--- config.mk ---
export PLATFORM = sky130hd
export DESIGN_NAME = htos_ctrl
export DESIGN_NICKNAME = d
export VERILOG_FILES = /design/src/htos_pkg.sv /design/src/htos_ctrl.sv
export SDC_FILE = /design/constraint.sdc
export NUM_CORES = 1
export LEC_CHECK = 0
export ABC_CLOCK_PERIOD_IN_PS = 1700
export BUFFER_PORTS_ARGS = -buffer_cell sky130_fd_sc_hd__buf_4
export CAP_MARGIN = 30
export CORE_AREA = 2 2 39 41
export DETAILED_ROUTE_END_ITERATION = 12
export DIE_AREA = 0 0 41 43
export PLACE_DENSITY = 0.64
export SLEW_MARGIN = 0
export SYNTH_ARGS = -nofsm -noshare
export SYNTH_HDL_FRONTEND = slang
export SYNTH_SLANG_ARGS = --single-unit
--- constraint.sdc ---
create_clock -name clk -period 1.7 [get_ports clk]
set_input_delay 0.17 -clock clk [delete_from_list [all_inputs] [get_ports clk]]
set_output_delay 0.17 -clock clk [all_outputs]
set_load 0.02 [all_outputs]
--- src/htos_pkg.sv ---
// ----------------------------------------------------------------------------
// htos_pkg: shared types and constants for hit time order statistics
// Command codes, stream widths, result field offsets and the
// controller-to-datapath command group.
// ----------------------------------------------------------------------------
package htos_pkg;

	localparam int TIME_W = 32;
	localparam int QIDX_W = 6;
	localparam int HCNT_W = 7;
	localparam int CMD_W  = 2;
	localparam int DIV_STEPS = 32;

	// input item command codes
	localparam logic [CMD_W-1:0] CMD_ADD   = 2'd0;
	localparam logic [CMD_W-1:0] CMD_QUERY = 2'd1;
	localparam logic [CMD_W-1:0] CMD_CLEAR = 2'd2;

	// input tdata: time_value, query_index, padded to bytes
	localparam int IN_W = 40;

	// result tdata field offsets, lowest field first
	localparam int OFS_MIN          = 0;
	localparam int OFS_MAX          = 32;
	localparam int OFS_MEAN         = 64;
	localparam int OFS_SECOND       = 96;
	localparam int OFS_SECOND_VALID = 128;
	localparam int OFS_THIRD        = 129;
	localparam int OFS_THIRD_VALID  = 161;
	localparam int OFS_PICKED       = 162;
	localparam int OFS_PICKED_VALID = 194;
	localparam int OFS_HIT_COUNT    = 195;
	localparam int OFS_EMPTY        = 202;
	localparam int OFS_OVERFLOWED   = 203;
	localparam int OUT_USED_W       = 204;
	localparam int OUT_W            = 208;

	typedef struct packed {
		logic insert;      // insert the item's time into the sorted row
		logic clear;       // empty the store
		logic load_query;  // latch query index, cell taps, seed the divider
		logic rotate;      // rotate the sorted row by one place
		logic div_step;    // one quotient bit of the mean
		logic load_out;    // load the result register
	} htos_cmd_t;

endpackage

--- src/htos_ctrl.sv ---
// ----------------------------------------------------------------------------
// htos_ctrl: command sequencer
// Decodes accepted items, steps a query through the row rotation and the
// mean divider, and owns the result handshake.
// ----------------------------------------------------------------------------
module htos_ctrl import htos_pkg::*; #(
	parameter int MAX_HITS = 64
) (
	input  logic                 clk,
	input  logic                 arst_n,
	input  logic                 in_valid,
	input  logic [CMD_W-1:0]     in_cmd,
	output logic                 in_ready,
	input  logic                 out_ready,
	output logic                 out_valid,
	output htos_cmd_t            cmd,
	output logic [$clog2((MAX_HITS > DIV_STEPS) ? MAX_HITS : DIV_STEPS)-1:0] step
);

	localparam int STEPS = (MAX_HITS > DIV_STEPS) ? MAX_HITS : DIV_STEPS;
	localparam int KW    = $clog2(STEPS);
	localparam logic [KW-1:0] LAST_STEP = KW'(STEPS - 1);
	localparam logic [KW:0]   ROT_LIM   = (KW + 1)'(MAX_HITS);
	localparam logic [KW:0]   DIV_LIM   = (KW + 1)'(DIV_STEPS);

	localparam logic [1:0] ST_IDLE  = 2'd0;
	localparam logic [1:0] ST_QUERY = 2'd1;
	localparam logic [1:0] ST_DONE  = 2'd2;

	logic [1:0]    state_q, state_d;
	logic [KW-1:0] step_q, step_d;
	logic          out_valid_q;

	assign in_ready  = (state_q == ST_IDLE);
	assign out_valid = out_valid_q;
	assign step      = step_q;

	always_comb begin
		state_d = state_q;
		step_d  = step_q;
		cmd     = '0;
		case (state_q)
			ST_IDLE: begin
				if (in_valid) begin
					case (in_cmd)
						CMD_ADD:   cmd.insert = 1'b1;
						CMD_CLEAR: cmd.clear  = 1'b1;
						CMD_QUERY: begin
							cmd.load_query = 1'b1;
							step_d  = '0;
							state_d = ST_QUERY;
						end
						default: ;
					endcase
				end
			end
			ST_QUERY: begin
				cmd.rotate   = ({1'b0, step_q} < ROT_LIM);
				cmd.div_step = ({1'b0, step_q} < DIV_LIM);
				if (step_q == LAST_STEP) begin
					state_d = ST_DONE;
				end else begin
					step_d = step_q + 1'b1;
				end
			end
			ST_DONE: begin
				// hold until the result register is free
				if (!out_valid_q || out_ready) begin
					cmd.load_out = 1'b1;
					state_d = ST_IDLE;
				end
			end
			default: state_d = ST_IDLE;
		endcase
	end

	always_ff @(posedge clk or negedge arst_n) begin
		if (!arst_n) begin
			state_q     <= ST_IDLE;
			step_q      <= '0;
			out_valid_q <= 1'b0;
		end else begin
			state_q <= state_d;
			step_q  <= step_d;
			if (cmd.load_out) begin
				out_valid_q <= 1'b1;
			end else if (out_ready) begin
				out_valid_q <= 1'b0;
			end
		end
	end

endmodule

; Word-level counts from Yosys, hierarchy flattened
; Cells that the tools add are included.
[totals]
register_bits = 9
[op_classes]
addsub = 1
order_cmp = 1
n_eq_ne = 10
mux = 19
reduce_logical = 8
[op_table]
columns = op, count
row1 = $mux 6, 3
row2 = $pmux 6 s2, 1
row3 = $mux 2, 5
row4 = $ne 2x2->1 const B, 4
row5 = $reduce_and 4->1, 2
row6 = $mux 1, 7
row7 = $add 6x1->6 const B, 1
row8 = $eq 6x6->1 const B, 1
row9 = $lt 6x6->1 const B, 1
row10 = $mux 3, 2
row11 = $pmux 2 s3, 1
row12 = $eq 2x1->1 const B, 2
row13 = $eq 2x2->1 const B, 2
row14 = $logic_not 2->1, 2
row15 = $reduce_bool 2->1, 2
row16 = $ne 2x1->1 const B, 1
row17 = $logic_not 1->1, 1
row18 = $logic_or 1x1->1, 1

; Longest topological paths before layout
[depth]
word_depth = 5
depth_mapped = 5

; Least setup slack after synthesis
; No wires, ideal clock.
[synth_timing]
path_kind = reg2out
startpoint = reg state_q[0]
endpoint = out cmd[4] in the netlist's numbering
arrival_ns = 1.315
t_required_ns = 1.530
setup_slack_ns = 0.215
stages_incl_launch_ff = 4
path_cell_list = dfrtp_1 > nor2_2 > nand2_1 > nor3b_1
[synth_lines]
columns = element, line
row1 = "start, declared", htos_ctrl.sv:30  ; logic [1:0] state_q, state_d;
row2 = "start signal, assigned", htos_ctrl.sv:83  ; state_q <= state_d;
row3 = "end, declared", htos_ctrl.sv:16  ; output htos_cmd_t cmd,

==> results.yml <==
route:
  drc_errors: 0
  drtIter0Drc: 0
  drt_wl_total_mm: 1.051
  via_per_inst: 4.989
  detail-route-antenna-nets: 0
  drtPass1Iterations: 1
  vias: 449
  wl_per_cell_um: 11.68
setup_path:
  start_kind: "flop"
  critPathCaptureType: "output pin"
  critPathTopFamily: "flip-flops"
  reg2reg_slack_ns: 0.34
  startpoint: "state_q[1]$_DFFE_PN0P_"
  reg2reg_from: "step[0]$_DFFE_PN0P_"
  slowest_stage: "dfrtp_1"
  worstPathArrival_ns: 1.28
  r2r-end: "step[0]$_DFFE_PN0P_"
  cp.required_ns: 1.53
  crit_buf_inv: 2
  cpPeakStageDelay_ns: 0.39
  crit_chain: "nand2b_1, inv_1, buf_4"
  critPathMaxFanout: 9
  critPathKind: "flop to output pin"
  worst_r2r_path_depth: 5
clock_network:
  worstSkewPairLatency_ns: 0.27
  cts_resized: 0
  postCtsSetupRepairBufs: 0
  cts_tree: "done"
  cts_root_buf: "clkbuf_4"
  cts_inserted_buffers: 3
  htreeDepth: 1
  clock-sinks: 9
  clock_path_buffers: 2
  clk_pin_slew_ns: 0.07
timing:
  hold_slack_ns: 0.1968
  finClkSkew_ns: 0.01008
  setup_viol_count_final: 0
  worstMarginPinSlew_ns: 0.3253
  grt_setup_unrepaired: "no"
  period_needed_ns: 1.451
  fin_setup_tns_ns: 0
  max_freq_mhz: 689.3
  finalHoldViolCount: 0
  slew_viol_final: 0
  maxSlewHeadroom: 0.7831
  period_share: 0.8534
  layout_setup_ws_ns: 0.2492
place:
  placed_area_um2: 659.4
  post-dp-hpwl_um: 814.5
  dp.cells: 85
  port_buffers: 19
  gp_congestion: 0.7499
  dpl_worst_slack_ns: 0.3413
floorplan:
  row_count: 14
  fp.dieH_um: 43
  die_x_um: 41
  coreArea_mm2: 0.001384
  dieArea_mm2: 0.001763
  start_util: 0.3644
  ios: 20
grt:
  antenna_found_initial: 0
  grt_usage: 0.1468
  grt_max_degree: 10
  grt_overflow: 0
  first_global_vias: 384
  grt_pass1_wl_mm: 1.725
synthesis:
  yosysTopAreaCell: "dfrtp_1"
  syn-mean-instance-area_um2: 9.887
  synth_top_area_frac: 0.4467
  ys_warn_count: 0
  synth_nets: 58
  synth_seq_cells: 9
  seq_area_frac_synth: 0.4467
  syn_area_um2: 504.2
  ys_top_cells_by_area: "dfrtp_1 (45%), nand4_4 (4.2%), nand2b_1 (3.7%)"
  synth_cells: 51
  synth.distinct_cells: 27
pwr:
  leakagePower_nw: 0.3443
  power_density_mw_per_mm2: 1709
  peakVddDrop_uv: 756.7
  power_mw: 1.189
outcome:
  status: "finished, final reports clean"
final_layout:
  fin_nets: 82
  area_delta_synth_final_pct: 37.97
  final_cell_area_um2: 695.7
  nFillCells: 136
  diodes: 0
  final_cells: 90
  drive_gt1_frac: 0.3784
  finalCoreUtilization: 0.5027
hold_path:
  holdPathStages: 3
  hp-class: "input pin to flop"
  hold_start: "out_ready"
  min_to: "out_valid$_DFFE_PN0P_"
run:
  maxCapViolCount: 0
[metal layers]
| layer | GRT usage | share of wire | up-vias |
|---|---|---|---|
| li1 | - | - | 227 |
| met5 | 0 | 0 | - |
| met1 | 0.2297 | 0.48 | 206 |
| met4 | 0.08000 | 0.026 | 0 |
| met2 | 0.1813 | 0.42 | 13 |
| met3 | 0.03141 | 0.069 | 3 |
[layout by cell type (no fill, tap or decap), types with 3 or more instances in the layout]
cell type	count
dfrtp_1	9
nand2_1	4
nand2b_1	3
buf_4	19
clkbuf_4	3
inv_1	3
nand3_1	3
o22ai_1	3
nor2_1	3
[cell type report]
cell class | count | area [um^2] | area share
clock buffer | 4 | 26.28 | 0.03777
inverter | 4 | 16.27 | 0.02338
multi-input combinational | 37 | 255.2 | 0.3669
sequential | 9 | 225.2 | 0.3237
tap | 16 | 20.02 | 0.02878
timing repair buffer | 20 | 152.6 | 0.2194
[tightest hold or removal path, cell delays in order]
cell,delay (ns)
buf_4,0.07
nand2b_1,0.13
nand2_1,0.06
[sequential cells by signal (all words and copies together), names as in the netlist]
register and flops:
step 6, state_q 2, out_valid 1
[kinds of logic after synthesis]
| group | Yosys count | synth area share |
|---|---|---|
| and+or+nand+nor | 21 | 0.2705 |
| AOI/OAI and AO/OA | 12 | 0.1588 |
| DFF | 9 | 0.4467 |
| buffers and inverters | 5 | 0.04714 |
| xor gates and xnor gates | 3 | 0.05212 |
| adders and majority gates | 1 | 0.02481 |
[report_power, final]
group          internal, mW  switching (mW)  total, mW
Sequential            0.294           0.127      0.421
Combinational         0.275           0.323      0.598
Clock                0.0906          0.0788      0.169
[worst max-delay path by stage]
stage,depth (start not counted),endpoint
4_1_cts,4,cmd[4]
5_1_grt,4,cmd[4]
3_3_place_gp,5,step[0]$_DFFE_PN0P_
6_report,3,cmd[2]
2_1_floorplan,3,cmd[4]
3_5_place_dp,5,step[0]$_DFFE_PN0P_
[cell usage after synthesis]
master	number
o21ai_1	2
nor2_1	3
nand4_4	1
clkinv_2	1
a41o_1	1
xnor2_1	1
and2_1	1
nand3_1	3
nor2b_1	1
nor3_1	1
o22ai_1	3
nand4b_2	1
dfrtp_1	9
nand2_1	4
o2bb2ai_1	1
a21oi_1	1
o21ai_0	2
and2_4	1
nor3b_1	1
a22o_1	1
nand2b_1	3
xor2_1	2
a21oi_2	1
ha_1	1
buf_4	1
inv_1	3
nor2_2	1
[repair_timing]
item | 4_1_cts | 5_1_grt
endpoints found under the hold margin | 9 | 0
hold buffers | 1 | 0
setup endpoints to repair | 0 | 0
Note: power is estimated with default switching activity, not from simulation.
